==> src/rtl/tea_pkg.sv <==
`timescale 1ns / 1ps
// ----------------------------------------------------------------------------
// TEA cipher package
// Shared types, constants and the round mixing function of the TEA pipeline.
// ----------------------------------------------------------------------------
package tea_pkg;

  // Key schedule constant added once per round.
  localparam logic [31:0] DELTA = 32'h9e37_79b9;

  // Operation selected by the func field.
  typedef enum logic {
    FUNC_ENCRYPT = 1'b0,
    FUNC_DECRYPT = 1'b1
  } func_t;

  // Configuration register indexes.
  localparam int unsigned CFG_INDEX_W = 2;
  typedef enum logic [CFG_INDEX_W-1:0] {
    REG_KEY_WORD0 = 2'd0,
    REG_KEY_WORD1 = 2'd1,
    REG_KEY_WORD2 = 2'd2,
    REG_KEY_WORD3 = 2'd3
  } cfg_reg_t;

  // The 128-bit key as four words.
  typedef struct packed {
    logic [31:0] k0;
    logic [31:0] k1;
    logic [31:0] k2;
    logic [31:0] k3;
  } key_t;

  // Data handed from one cell to the next.
  typedef struct packed {
    func_t       func;
    logic [31:0] v0;
    logic [31:0] v1;
    logic [31:0] sum;
  } stage_t;

  // Mixing function of one half-round.
  function automatic logic [31:0] tea_mix(input logic [31:0] x,
                                          input logic [31:0] sum,
                                          input logic [31:0] ka,
                                          input logic [31:0] kb);
    return ((x << 4) + ka) ^ (x + sum) ^ ((x >> 5) + kb);
  endfunction

endpackage

==> src/rtl/tea_half_cell.sv <==
`timescale 1ns / 1ps
// ----------------------------------------------------------------------------
// TEA half-round cell
// One registered half-round. Encryption and decryption share the cell: the
// word that is updated and the key pair used follow from the operation and
// from which half of the round the cell holds.
// ----------------------------------------------------------------------------
module tea_half_cell #(
  parameter bit SECOND_HALF = 1'b0
) (
  input  logic            clk,
  input  logic            rst_n,
  input  logic            en,
  input  tea_pkg::key_t   key,
  input  logic            prev_valid,
  input  tea_pkg::stage_t prev_stage,
  output logic            valid_r,
  output tea_pkg::stage_t stage_r
);
  import tea_pkg::*;

  logic        is_enc;
  logic        upd_v0;
  logic [31:0] src_word;
  logic [31:0] tgt_word;
  logic [31:0] mix_val;
  logic [31:0] new_word;
  logic [31:0] sum_nxt;
  stage_t      stage_nxt;

  // Select the word to update, its source word and the key pair.
  assign is_enc   = (prev_stage.func == FUNC_ENCRYPT);
  assign upd_v0   = is_enc ^ SECOND_HALF;
  assign src_word = upd_v0 ? prev_stage.v1 : prev_stage.v0;
  assign tgt_word = upd_v0 ? prev_stage.v0 : prev_stage.v1;
  assign mix_val  = upd_v0 ? tea_mix(src_word, prev_stage.sum, key.k0, key.k1)
                           : tea_mix(src_word, prev_stage.sum, key.k2, key.k3);
  assign new_word = is_enc ? (tgt_word + mix_val) : (tgt_word - mix_val);

  // The running sum steps once per round, at the end of the second half.
  always_comb begin
    if (SECOND_HALF) begin
      sum_nxt = is_enc ? (prev_stage.sum + DELTA) : (prev_stage.sum - DELTA);
    end else begin
      sum_nxt = prev_stage.sum;
    end
  end

  always_comb begin
    stage_nxt      = prev_stage;
    stage_nxt.sum  = sum_nxt;
    if (upd_v0) begin
      stage_nxt.v0 = new_word;
    end else begin
      stage_nxt.v1 = new_word;
    end
  end

  // Valid bit of the cell.
  always_ff @(posedge clk) begin
    if (!rst_n) begin
      valid_r <= 1'b0;
    end else if (en) begin
      valid_r <= prev_valid;
    end
  end

  // Payload register of the cell.
  always_ff @(posedge clk) begin
    if (en) begin
      stage_r <= stage_nxt;
    end
  end

endmodule

==> config.mk <==
export PLATFORM = sky130hd
export DESIGN_NAME = tea_half_cell
export DESIGN_NICKNAME = d
export VERILOG_FILES = /design/src/rtl/tea_pkg.sv /design/src/rtl/tea_half_cell.sv
export SDC_FILE = /design/constraint.sdc
export NUM_CORES = 1
export LEC_CHECK = 0
export BUFFER_PORTS_ARGS = -buffer_cell sky130_fd_sc_hd__clkbuf_2
export CAP_MARGIN = 10
export CELL_PAD_IN_SITES_DETAIL_PLACEMENT = 1
export CELL_PAD_IN_SITES_GLOBAL_PLACEMENT = 1
export CORE_UTILIZATION = 46
export CTS_CLUSTER_SIZE = 16
export DETAILED_ROUTE_END_ITERATION = 6
export PLACE_DENSITY = 0.95
export SKIP_CTS_REPAIR_TIMING = 1
export SYNTH_ARGS = -nofsm -noshare
export SYNTH_HDL_FRONTEND = slang
export SYNTH_SLANG_ARGS = --single-unit
==> constraint.sdc <==
create_clock -name clk -period 11.6 [get_ports clk]
set_input_delay 0 -clock clk [delete_from_list [all_inputs] [get_ports clk]]
set_output_delay 0 -clock clk [all_outputs]
set_load 0.1 [all_outputs]
==> metrics.md <==
| Metric | Value |
|---|---|
| RSZ-0062 raised after global routing | no |
| Wire per inst | 24.2 microns |
| Largest net degree at the start of global routing | 73 |
| Post-Syn Area | 15600 sq um |
| Core ar. | 33400 sq um |
| Number of synthesized flops with an enable pin | 97 |
| Worst vdd ir | 0.222 mV |
| Worst slew pin tran | 1.18 ns |
| Fin crit share | 0.700 |
| Skew-Pair Late Insertion Delay | 0.36 ns |
| Cells after Synth | 1876 |
| Most frequent cells after synthesis | 263 x nand2_1, 194 x xnor2_1, 171 x ha_1 |
| Vias in the first global route | 16500 |
| Final Util | 0.552 |
| Routed Antenna Nets | 0 |
| Reg clk slew, reported paths | 0.08 ns |
| Minimum clock period | 8.12 ns |
| Worst clock skew | 0 ns |
| DIE WIDTH | 186 microns |
| Count leader, synth | nand2_1 |
| Switch Pwr | 2.47 mW |
| Share of layout cells above drive strength 1 | 0.199 |
| Die height | 186 microns |
| HPWL Detailed | 50.3 mm |
| Crit path max-delay cell type | clkinv_2 |
| Max Clock Freq | 0.123 GHz |
| Sequential element share of the synthesized area | 0.188 |
| CP Class | in -> reg |
| Crit Path Max Fanout | 46 |
| 1st-iter DRT viols | 1260 |
| Gate power share | 0.779 |
| Status | finished, violations left |
| HP Class | in -> reg |
| Main synth FF type | edfxtp_1 |
| Final setup fails | 0 |
| Syn Area/Cell | 8.30 sq um |
| CTS Buf Count | 9 |
| #FFs+latches synth | 98 |
| CTS root buffer | clkbuf_16 |
| Routed length on met1 | 26.6 mm |
| First-pass GRT wire length | 91.6 mm |
| Crit end category | flip-flop |
| Max incr delay on CP | 0.64 ns |
| Fin Setup TNS | 0 ns |
| Met2 WL | 30.4 mm |
| Syn Nets | 2282 |
| Worst Path Required | 11.72 ns |
| GP Congestion | 0.990 |
| Area fraction of the dominant cell type after synthesis | 0.187 |
| DRC | 1 |
| Critical Path Source Type | primary input |
| Power per standard cell area | 229 nW/um^2 |
| LEAKAGE | 8.44 nW |
| Final hold slack | -0.0303 ns |
| Violated checks | design-rule violations, negative hold slack |
| Final slew viol count | 0 |
| Drt total wl | 64.8 mm |
| Hold Fails Final Rpt | 12 |
| Fillers | 4165 |
| Async SR Flop Fraction | 0 |
| Switching Fraction | 0.584 |
| Power Internal | 1.76 mW |
| Initial Util | 0.466 |
| Max Root-Sink Buffers | 2 |
| Depth of the worst hold-timing path | 3 |
| Final net count | 2624 |
| MaxCap Viol Count | 0 |
| Row cnt | 67 |
| TritonCTS clock tree | built |
| Die footprint | 34600 sq um |
| IO Count | 327 |
| Largest cells by area after synthesis | edfxtp_1 19%, ha_1 14%, xnor2_1 11% |
| Vias per cell | 6.37 |
| Top sig layer | met4 |
| CTS H-tree depth | 3 |
| DR WL met3 | 5.03 mm |
| Area delta synth->final | 18.5% |
| Gr usage total | 0.344 |
| Yosys warns | 0 |
| Synth cell types | 102 |
| Sequential share of power | 0.138 |
| First-pass detailed-route iteration total | 7 |
| Antenna violations before repair | 1 |
| FF-to-FF path depth | 3 |
| Grt ovf | 0 |
| Clk network pwr share | 0.083 |
| Worst EP arrival | 8.24 ns |
| Clock Sinks | 98 |
| I/O Buffers | 326 |
| Cell taking the most area after synthesis | edfxtp_1 |
| Vias | 17000 |
| Rel. slew slack | 0.205 |
power groups by stage:
stage | logic, mW | clock network (mW) | registers (mW)
after CTS | 3.18 | 0.343 | 0.585
after detailed placement | 3.16 | 0 | 0.592
after global placement | 3.02 | 0 | 0.579
final | 3.29 | 0.351 | 0.585
after floorplan | 1.71 | 0 | 1.34
after global routing | 3.48 | 0.359 | 0.596
kinds of logic after synthesis:
family / synth area share
xor+xnor: 0.165
compound gates: 0.252
mux: 0.0439
fa+ha+maj: 0.145
simple gates: 0.180
flops: 0.188
buf+inv: 0.0258
registers in the layout, indices dropped and copies added (netlist names):
register	cells
stage_r	97
valid_r	1
per-stage QoR:
stage	instances	worst slack [ns]	cell area (sq um)	hold WS (ns)	total power [mW]
after floorplan	1876	4.03	15600	0.0989	3.06
after global placement	2606	3.89	17600	0.208	3.60
after detailed placement	2606	3.55	17600	0.205	3.75
after CTS	2622	3.86	18000	-0.168	4.11
after global routing	2672	3.02	18500	-0.00367	4.43
final	2672	3.48	18500	-0.0303	4.23
worst max-delay path, delay by kind of cell:
kind,cells,cell delay (ns)
buffers and inverters,2,0.97
AOI/OAI and AO/OA,9,2.52
xor gates and xnor gates,5,1.22
and+or+nand+nor,11,2.50
adders and majority gates,2,0.98
final timing paths:
path	startpoint	endpoint	slack, ns
setup / recovery	prev_stage[96]	stage_r[95]$_DFFE_PP_	3.48
hold / removal	prev_stage[74]	stage_r[74]$_DFFE_PP_	-0.03
setup reg to reg	valid_r$_SDFFE_PN0P_	valid_r$_SDFFE_PN0P_	10.45
hold reg to reg	valid_r$_SDFFE_PN0P_	valid_r$_SDFFE_PN0P_	1.07
metal layers:
| metal | vias up | global-route usage |
|---|---|---|
| met2 | 897 | 0.588 |
| li1 | 7645 | - |
| met4 | 0 | 0.126 |
| met3 | 225 | 0.0340 |
| met1 | 8251 | 0.448 |
| met5 | - | 0 |
area by class of cell:
cell class	instances	area [sq um]	share of cell area
Tap cell	448	561	0.0304
Antenna cell	1	2.50	0.000136
Timing Repair Buffer	384	2190	0.119
Multi-Input combinational cell	1674	12200	0.663
Clock buffer	11	243	0.0132
Clock inverter	5	86.3	0.00468
Sequential cell	98	2930	0.159
Inverter	51	193	0.0104
cells in the final DEF (no fill, tap or decap), types with 7 or more instances in the layout:
| cell | n |
|---|---|
| a211o_1 | 9 |
| a211oi_1 | 19 |
| a21o_1 | 82 |
| a21oi_1 | 151 |
| a31oi_1 | 27 |
| and2_1 | 14 |
| and3_1 | 22 |
| buf_4 | 11 |
| clkbuf_16 | 9 |
| clkbuf_2 | 324 |
| dlygate4sd3_1 | 49 |
| edfxtp_1 | 97 |
| ha_1 | 171 |
| inv_1 | 50 |
| mux2_2 | 37 |
| mux2i_1 | 20 |
| nand2_1 | 263 |
| nand2b_1 | 21 |
| nand3_1 | 47 |
| nand4_1 | 24 |
| nor2_1 | 99 |
| nor2b_1 | 8 |
| nor3_1 | 36 |
| nor3b_1 | 7 |
| o2111ai_1 | 9 |
| o211ai_1 | 22 |
| o21a_1 | 22 |
| o21ai_0 | 85 |
| o21ai_1 | 17 |
| o21bai_1 | 26 |
| o221ai_1 | 8 |
| o31ai_1 | 7 |
| xnor2_1 | 194 |
| xor2_1 | 76 |
(Power assumes the default switching activity.)
