File: config.mk
export PLATFORM = sky130hd
export DESIGN_NAME = tea_out_buf_flat
export DESIGN_NICKNAME = d
export VERILOG_FILES = /design/src/rtl/tea_pkg.sv /design/src/rtl/tea_out_if.sv /design/src/rtl/tea_out_buf.sv /design/src/flat_wrapper.sv
export SDC_FILE = /design/constraint.sdc
export NUM_CORES = 1
export LEC_CHECK = 0
export ABC_AREA = 1
export BUFFER_PORTS_ARGS = -buffer_cell sky130_fd_sc_hd__buf_2
export CAP_MARGIN = 20
export CORE_ASPECT_RATIO = 0.9
export CORE_MARGIN = 1.5
export CORE_UTILIZATION = 55
export CTS_BUF_LIST = sky130_fd_sc_hd__clkbuf_8
export DETAILED_ROUTE_END_ITERATION = 6
export GPL_TIMING_DRIVEN = 1
export PLACE_DENSITY_LB_ADDON = 0.12
export SLEW_MARGIN = 20
export SYNTH_ARGS = -nofsm -noshare
export SYNTH_HDL_FRONTEND = slang
export SYNTH_SLANG_ARGS = --single-unit
File: constraint.sdc
create_clock -name clk -period 10.2 [get_ports clk]
set_input_delay 0 -clock clk [delete_from_list [all_inputs] [get_ports clk]]
set_output_delay 0 -clock clk [all_outputs]
set_load 0.005 [all_outputs]
File: src/rtl/tea_pkg.sv
`timescale 1ns / 1ps
// ----------------------------------------------------------------------------
// TEA cipher package
// Shared types, constants and the round mixing function of the TEA pipeline.
// ----------------------------------------------------------------------------
package tea_pkg;

  // Key schedule constant added once per round.
  localparam logic [31:0] DELTA = 32'h9e37_79b9;

  // Operation selected by the func field.
  typedef enum logic {
    FUNC_ENCRYPT = 1'b0,
    FUNC_DECRYPT = 1'b1
  } func_t;

  // Configuration register indexes.
  localparam int unsigned CFG_INDEX_W = 2;
  typedef enum logic [CFG_INDEX_W-1:0] {
    REG_KEY_WORD0 = 2'd0,
    REG_KEY_WORD1 = 2'd1,
    REG_KEY_WORD2 = 2'd2,
    REG_KEY_WORD3 = 2'd3
  } cfg_reg_t;

  // The 128-bit key as four words.
  typedef struct packed {
    logic [31:0] k0;
    logic [31:0] k1;
    logic [31:0] k2;
    logic [31:0] k3;
  } key_t;

  // Data handed from one cell to the next.
  typedef struct packed {
    func_t       func;
    logic [31:0] v0;
    logic [31:0] v1;
    logic [31:0] sum;
  } stage_t;

  // Mixing function of one half-round.
  function automatic logic [31:0] tea_mix(input logic [31:0] x,
                                          input logic [31:0] sum,
                                          input logic [31:0] ka,
                                          input logic [31:0] kb);
    return ((x << 4) + ka) ^ (x + sum) ^ ((x >> 5) + kb);
  endfunction

endpackage

File: src/rtl/tea_out_if.sv
`timescale 1ns / 1ps
// ----------------------------------------------------------------------------
// TEA result channel
// Valid/ready channel carrying the two transformed block words.
// ----------------------------------------------------------------------------
interface tea_out_if;
  logic        valid;
  logic        ready;
  logic [31:0] block_low_out;
  logic [31:0] block_high_out;

  modport source (output valid, block_low_out, block_high_out, input ready);
  modport sink   (input valid, block_low_out, block_high_out, output ready);
endinterface

File: src/rtl/tea_out_buf.sv
`timescale 1ns / 1ps
// ----------------------------------------------------------------------------
// TEA output buffer
// Output register with a one-word skid stage. The cell row moves whenever the
// skid stage is empty, so a waiting result does not hold up new input.
// ----------------------------------------------------------------------------
module tea_out_buf (
  input  logic            clk,
  input  logic            rst_n,
  input  logic            last_valid,
  input  tea_pkg::stage_t last_stage,
  output logic            en,
  tea_out_if.source       out_ch
);
  import tea_pkg::*;

  logic        out_valid_r;
  logic        out_valid_nxt;
  logic [31:0] out_low_r;
  logic [31:0] out_low_nxt;
  logic [31:0] out_high_r;
  logic [31:0] out_high_nxt;
  logic        skid_valid_r;
  logic        skid_valid_nxt;
  logic [31:0] skid_low_r;
  logic [31:0] skid_low_nxt;
  logic [31:0] skid_high_r;
  logic [31:0] skid_high_nxt;
  logic        take;
  logic        pop;

  // The row advances only while the skid stage is free.
  assign en   = !skid_valid_r;
  assign take = last_valid && en;
  assign pop  = out_valid_r && out_ch.ready;

  // Next state of the output register and the skid stage.
  always_comb begin
    out_valid_nxt  = out_valid_r;
    out_low_nxt    = out_low_r;
    out_high_nxt   = out_high_r;
    skid_valid_nxt = skid_valid_r;
    skid_low_nxt   = skid_low_r;
    skid_high_nxt  = skid_high_r;
    if (skid_valid_r) begin
      if (pop) begin
        out_low_nxt    = skid_low_r;
        out_high_nxt   = skid_high_r;
        skid_valid_nxt = 1'b0;
      end
    end else if (!out_valid_r || pop) begin
      out_valid_nxt = take;
      if (take) begin
        out_low_nxt  = last_stage.v0;
        out_high_nxt = last_stage.v1;
      end
    end else if (take) begin
      skid_valid_nxt = 1'b1;
      skid_low_nxt   = last_stage.v0;
      skid_high_nxt  = last_stage.v1;
    end
  end

  // Control registers.
  always_ff @(posedge clk) begin
    if (!rst_n) begin
      out_valid_r  <= 1'b0;
      skid_valid_r <= 1'b0;
    end else begin
      out_valid_r  <= out_valid_nxt;
      skid_valid_r <= skid_valid_nxt;
    end
  end

  // Payload registers.
  always_ff @(posedge clk) begin
    out_low_r   <= out_low_nxt;
    out_high_r  <= out_high_nxt;
    skid_low_r  <= skid_low_nxt;
    skid_high_r <= skid_high_nxt;
  end

  assign out_ch.valid          = out_valid_r;
  assign out_ch.block_low_out  = out_low_r;
  assign out_ch.block_high_out = out_high_r;

endmodule

File: src/flat_wrapper.sv
// flat-port wrapper written by rule: the top's interface ports become plain ports
module tea_out_buf_flat import tea_pkg::*;
  (clk, rst_n, last_valid, last_stage, en, out_ch_valid, out_ch_block_low_out, out_ch_block_high_out, out_ch_ready);
  tea_out_if out_ch_i ();
  input  logic clk;
  input  logic rst_n;
  input  logic last_valid;
  input  tea_pkg::stage_t last_stage;
  output logic en;
  output wire logic [$bits(out_ch_i.valid)-1:0] out_ch_valid;
  output wire logic [$bits(out_ch_i.block_low_out)-1:0] out_ch_block_low_out;
  output wire logic [$bits(out_ch_i.block_high_out)-1:0] out_ch_block_high_out;
  input wire logic [$bits(out_ch_i.ready)-1:0] out_ch_ready;
  assign out_ch_valid = out_ch_i.valid;
  assign out_ch_block_low_out = out_ch_i.block_low_out;
  assign out_ch_block_high_out = out_ch_i.block_high_out;
  assign out_ch_i.ready = out_ch_ready;
  tea_out_buf u_core (.clk(clk), .rst_n(rst_n), .last_valid(last_valid), .last_stage(last_stage), .en(en), .out_ch(out_ch_i));
endmodule
==> metrics, run 1 <==
# placed instances 596; CTS H-Tree Depth 4; max-capacitance violation count 0; combined area of all synthesized cells 4801 um2; fin. max-slew vios 0; antenna violations before repair 0; total CTS buffers 17; number of input and output port buffers inserted around 130; vias per cell 4.709; type of the tightest min-delay check input port to flop; non-filler cells in the finished layout 694; Post-CTS Resized 0; Setup TNS Final 0 ps; total core area 8528 um2; Finish-stage setup viols 0; Final HPWL DP 5.211 mm; maximum number of pins on one net before global-route repair 68; wire length of the first global-routing pass 15.41 mm; nets around 670; vias in the first global route 3365; RSZ-0062 raised after global routing false; sequential-to-total area share from yosys stat 80.90%; Total Routing Usage GR 22.30%; mean cell area of the mapped netlist 13.49 um2; DIE AREA 9299 um2; Critical Path, Cell by Cell clkinv_2 -> nand2_1 -> a21oi_4 -> buf_4; Remaining Overflow, GRT 0; Antenna Cells 0; Netlist cell types 11; Worst Path Class, Setup flop to flop; final weighted congestion of routability-driven global placement 0.7753; detailed-router iteration count before antenna repair 4; number of vias after detailed routing 3268; Slew HR around 37%; Lkg Pwr 2.844 nW; type of element capturing the critical path flop; post-detailed-route count of antenna-violating nets 0; number of remaining DRC errors 0; Tcrit/Tclk final between 20% and 30%; Worst-Skew Late Latency 420 ps; clk sinks 130; required time worst endpoint 10260 ps; maximum buffer depth of the clock tree 2; Hold Vio Cnt, Final 0; initial core utilization around 56%; flip-flop and latch count after synthesis between 100 and 150; Total Power 1.194 mW; Gate Count Post-Synth 356; count of synthesis-stage warnings from yosys 0; average wire per standard cell around 14 um; Worst Tran Pin Value 939.0 ps; library cell contributing the largest single delay on the critical path a21oi_4; clock slew seen by the registers of the worst setup and hold paths 80 ps; power density over the cells 180.0 nW/um2; 1st-iter DRT viols 161; total non-filler cell area in the finished layout 6631 um2; critical path launch point type flop; worst r2r path cells 4; Area Growth Syn to Fin 38.13%; largest driver fanout on the critical path 66; fin crit period 2868 ps; result of the run completed; root buffer selected by CTS clkbuf_8; net count after synthesis 457; worst clock skew on the final layout roughly 10 ps; worst hold slack across all endpoints 231.2 ps; IO Pins 167; vertical die dimension 91.64 um; share of cells above drive strength 1 just under 30%; CTS tree built; Slowest Stage Delay on Critical Path ~670 ps; Die Span X 101.5 um; upper clock frequency limit 348.6 MHz; Post-Place Cell Area roughly 5500 um2; largest vdd supply drop 0.1180 mV; number of cells traversed by the worst hold path 3; num rows 32; total wirelength of the detailed-routed design approximately 9.6 mm; data arrival time of the worst path between 2000 and 3000 ps
## path summary, 6_finish.rpt
path | endpoint | slack (ps) | startpoint
max | u_core.out_ch.block_high_out[1] | 7330 | u_core.skid_valid_r
min | u_core.out_ch.block_low_out[5] | 230 | last_valid
max reg2reg | u_core.out_ch.block_high_out[1] | 7330 | u_core.skid_valid_r
min reg2reg | u_core.out_ch.block_high_out[5] | 520 | u_core.skid_high_r[5]
## critical path: cells and delay by family, from the launching register on
family                 cells  cell delay (ps)
flip-flops                 1              330
AO/OA/AOI/OAI              1              670
buffers and inverters      2             1220
AND/OR/NAND/NOR            1              250
## power by group
part           switching [mW]  leakage, nW  internal [mW]  total, mW
clock network           0.201        0.202          0.264      0.465
registers             0.00681         1.22          0.622      0.629
logic                  0.0512         1.42         0.0488      0.100
## cell type report
type	instances	area, um2
multi-input combinational	204	780.7
inverter	7	27.53
timing repair buffer	204	1369
sequential	130	3885
clock inverter	13	186.4
fill	553	1897
clock buffer	17	234.0
tap	119	148.9
## registers in the layout, indices dropped and copies added, names as in the netlist
register                      cells
u_core.out_ch.block_high_out     32
u_core.skid_high_r               32
u_core.out_ch.block_low_out      32
u_core.skid_low_r                32
u_core.skid_valid_r               1
u_core.out_ch.valid               1
## layout by cell type, fill, tap and decap left out, drive strengths merged
| cell | Yosys | final |
|---|---|---|
| a21oi | 2 | 2 |
| bufinv | 0 | 4 |
| nand2 | 199 | 199 |
| edfxtp | 128 | 128 |
| clkinv | 0 | 5 |
| nand3 | 1 | 1 |
| buf | 15 | 136 |
| dlygate4sd3 | 0 | 68 |
| inv | 7 | 8 |
| clkbuf | 0 | 17 |
| dfxtp | 2 | 2 |
| clkinvlp | 0 | 3 |
| nor2 | 2 | 2 |
## layer usage
layer  part of all wire [%]  routed length [um]  global-route usage [%]  vias up
met4                    2.3                 223                   10.88        0
met2                     51                4941                   36.91      114
met5                      0                   0                       0        -
met3                    5.4                 515                   6.250       21
met1                     41                3927                   26.91     1522
li1                       -                   -                       -     1611
## repair_timing
action	CTS	global route
setup buffers	0	0
hold buffers	68	0
hold endpoints to repair	130	0
## through the flow
stage	util, %	setup WS (ps)
CTS	77.74	7034
finish	77.76	7332
global route	77.76	7129
floorplan	-	5922
global placement	64.83	7090
detailed placement	64.83	7044
## synth_stat cells, drive strengths merged
cell / instances / area share (%)
nand2: 199 / 16
buf: 15 / 2.5
dfxtp: 2 / 0.83
edfxtp: 128 / 80
a21oi: 2 / 0.21
inv: 7 / 0.55
nor2: 2 / 0.16
nand3: 1 / 0.10
## kinds of logic (layout without fill, tap and decap cells)
family	Yosys count	in the layout	synth area share (%)
and+or+nand+nor	202	202	15.82
DFF	130	130	80.90
buffers and inverters	22	241	3.075
AOI/OAI and AO/OA	2	2	0.2085
Note: power is estimated with default switching activity, not from simulation.
==> inputs of run 2 (changes only) <==
--- a/config.mk
+++ b/config.mk
@@ -10,7 +10,7 @@
 export CAP_MARGIN = 20
 export CORE_ASPECT_RATIO = 0.9
 export CORE_MARGIN = 1.5
-export CORE_UTILIZATION = 55
+export CORE_UTILIZATION = 51
 export CTS_BUF_LIST = sky130_fd_sc_hd__clkbuf_8
 export DETAILED_ROUTE_END_ITERATION = 6
 export GPL_TIMING_DRIVEN = 1
==> constraint.sdc (replaced) <==
create_clock -name clk -period 2.7 [get_ports clk]
set_input_delay 0 -clock clk [delete_from_list [all_inputs] [get_ports clk]]
set_output_delay 0 -clock clk [all_outputs]
set_load 0.005 [all_outputs]
==> run 2 against run 1 <==
Via count down 1.6%. Sequential share of layout area up 0.14 points. Fmax up 44%. Clock skew down 0.97 ps. Sequential power rose to 3.8 times the previous value. Core utilization down 5.3 points. Global-route usage down 1.4 points. Critical path depth up 2. Cell count up 1.2%. Flip-flop and latch count unchanged. Critical path type unchanged. Largest power group unchanged.
==> metrics, run 2 (synthesis gave the netlist of run 1 again) <==
vertical die dimension 95.05 um; clock slew seen by the registers of the worst setup and hold paths ~70 ps; root buffer selected by CTS clkbuf_8; global-route met3 utilization under 10%; total wirelength of the detailed-routed design 9.702 mm; fin. max-slew vios 0; total CTS buffers 17; Worst-Skew Late Latency 420 ps; vias in the first global route roughly 3200; internal reg-to-reg setup slack between 700 and 800 ps; met2 Use GR 37.53%; 1st-iter DRT viols 146; RSZ-0062 raised after global routing false; Post-CTS Resized 0; Area Growth Syn to Fin 37.79%; number of vias after detailed routing about 3200; CTS tree built; type of the tightest min-delay check input port to flop; Hold Vio Cnt, Final 0; Worst Path Class, Setup flop to flop; IO Pins around 170; required time worst endpoint 3020 ps; data arrival time of the worst path 2310 ps; largest vdd supply drop 0.4411 mV; final weighted congestion of routability-driven global placement roughly 0.74; type of element capturing the critical path flop; Lkg Pwr 2.849 nW; most frequent cells in the layout 199 x nand2_1, 133 x buf_2, 128 x edfxtp_1; vias per cell 4.580; post-place setup slack 703.7 ps; worst clock skew on the final layout 9.131 ps; detailed-router iteration count before antenna repair 4; result of the run completed; CTS H-Tree Depth 4; Final HPWL DP 5.434 mm; wire length of the first global-routing pass ~15 mm; GR Util met1 23.16%; count of fill cells added during filler insertion about 640; fin worst setup slack between 700 and 800 ps; largest driver fanout on the critical path 24; # placed instances between 600 and 700; initial core utilization 52.61%; upper clock frequency limit 501.6 MHz; Setup TNS Final 0 ps; Critical Path, Cell by Cell inv_2 -> nand2_1 -> nand3_1 -> nand2_1 -> dlygate4sd3_1 -> inv_1; number of remaining DRC errors 0; library cell contributing the largest single delay on the critical path dfxtp_2; number of input and output port buffers inserted 133; Slowest Stage Delay on Critical Path 610 ps; antenna violations before repair 0; Slew HR about three fifths; num rows 33; GRT busiest layer met2; Finish-stage setup viols 0; share of cells above drive strength 1 between 20% and 30%; Worst Tran Pin Value 576.9 ps; DIE AREA 10010 um2; most common cell after layout, fill and taps aside nand2_1; clk sinks 130; Die Span X between 100 and 150 um; Tcrit/Tclk final 73.84%; maximum number of pins on one net before global-route repair 46; critical path launch point type flop; total core area 9125 um2; maximum buffer depth of the clock tree 2; nets 669; power density over the cells approximately 640 nW/um2; average wire per standard cell 13.82 um; Bufs and invs on worst path 3; most used cell along the critical path nand2_1; non-filler cells in the finished layout 702; Antenna Cells 0; Remaining Overflow, GRT 0; cell family contributing the most delay on the critical path buffers and inverters; max-capacitance violation count 0; Total Routing Usage GR 20.92%; fin crit period 1994 ps; post-detailed-route count of antenna-violating nets 0
## run 2: cell types whose count changed in the layout (fill, tap and decap cells not counted), moves of 2 or more
cell and change:
buf_4 +3, bufinv_16 -2, clkinv_2 +2, clkinv_4 -2, inv_1 +2, inv_6 -2
## run 2: path summary, 6_finish.rpt
kind,start,endpoint,depth (start not counted)
setup / recovery,u_core.skid_valid_r,u_core.out_ch.valid,6
hold / removal,last_valid,u_core.out_ch.block_high_out[27],4
setup reg to reg,u_core.skid_valid_r,u_core.out_ch.valid,6
hold reg to reg,u_core.skid_high_r[1],u_core.out_ch.block_high_out[1],2
## run 2: final cells by class
class / instances / area, um2 / share of cell area [%]
Multi-Input combinational cell: 204 / 780.7 / 11.80
Tap cell: 122 / 152.6 / 2.308
Clock inverter: 14 / 125.1 / 1.891
Timing Repair Buffer: 208 / 1411 / 21.34
Clock buffer: 17 / 234.0 / 3.537
Inverter: 7 / 26.28 / 0.3972
Sequential cell: 130 / 3885 / 58.73
## run 2: tightest hold or removal path, delay by kind of cell
kind / cells / cell delay, ps
simple gates: 1 / 120
compound gates: 1 / 70
buf+inv: 2 / 310
## run 2: metal layers
metal,part of all wire (%),wire length [um]
met5,0,0
met3,6.3,612
met4,0.98,95
met1,40,3914
met2,52,5080
## run 2: repair_timing
item	CTS	global route
buffers inserted	0	0
hold buffers	68	0
endpoints found under the hold margin	130	0
## run 2: per-stage QoR
stage          total power [mW]  instance area [um2]  utilization (%)  hold WS (ps)
2_1_floorplan             2.558                 4812                -         97.63
6_report                  4.261                 6615            72.49         263.7
3_5_place_dp              2.726                 5575            61.10         193.0
5_1_grt                   4.426                 6615            72.49         259.2
3_3_place_gp              2.718                 5575            61.10         192.5
4_1_cts                   4.300                 6615            72.49         236.4
## run 2: power breakdown
group          internal (mW)  switching, mW  leakage (nW)
clock                  0.792          0.707         0.181
sequential              2.35         0.0293          1.22
combinational          0.190          0.192          1.45
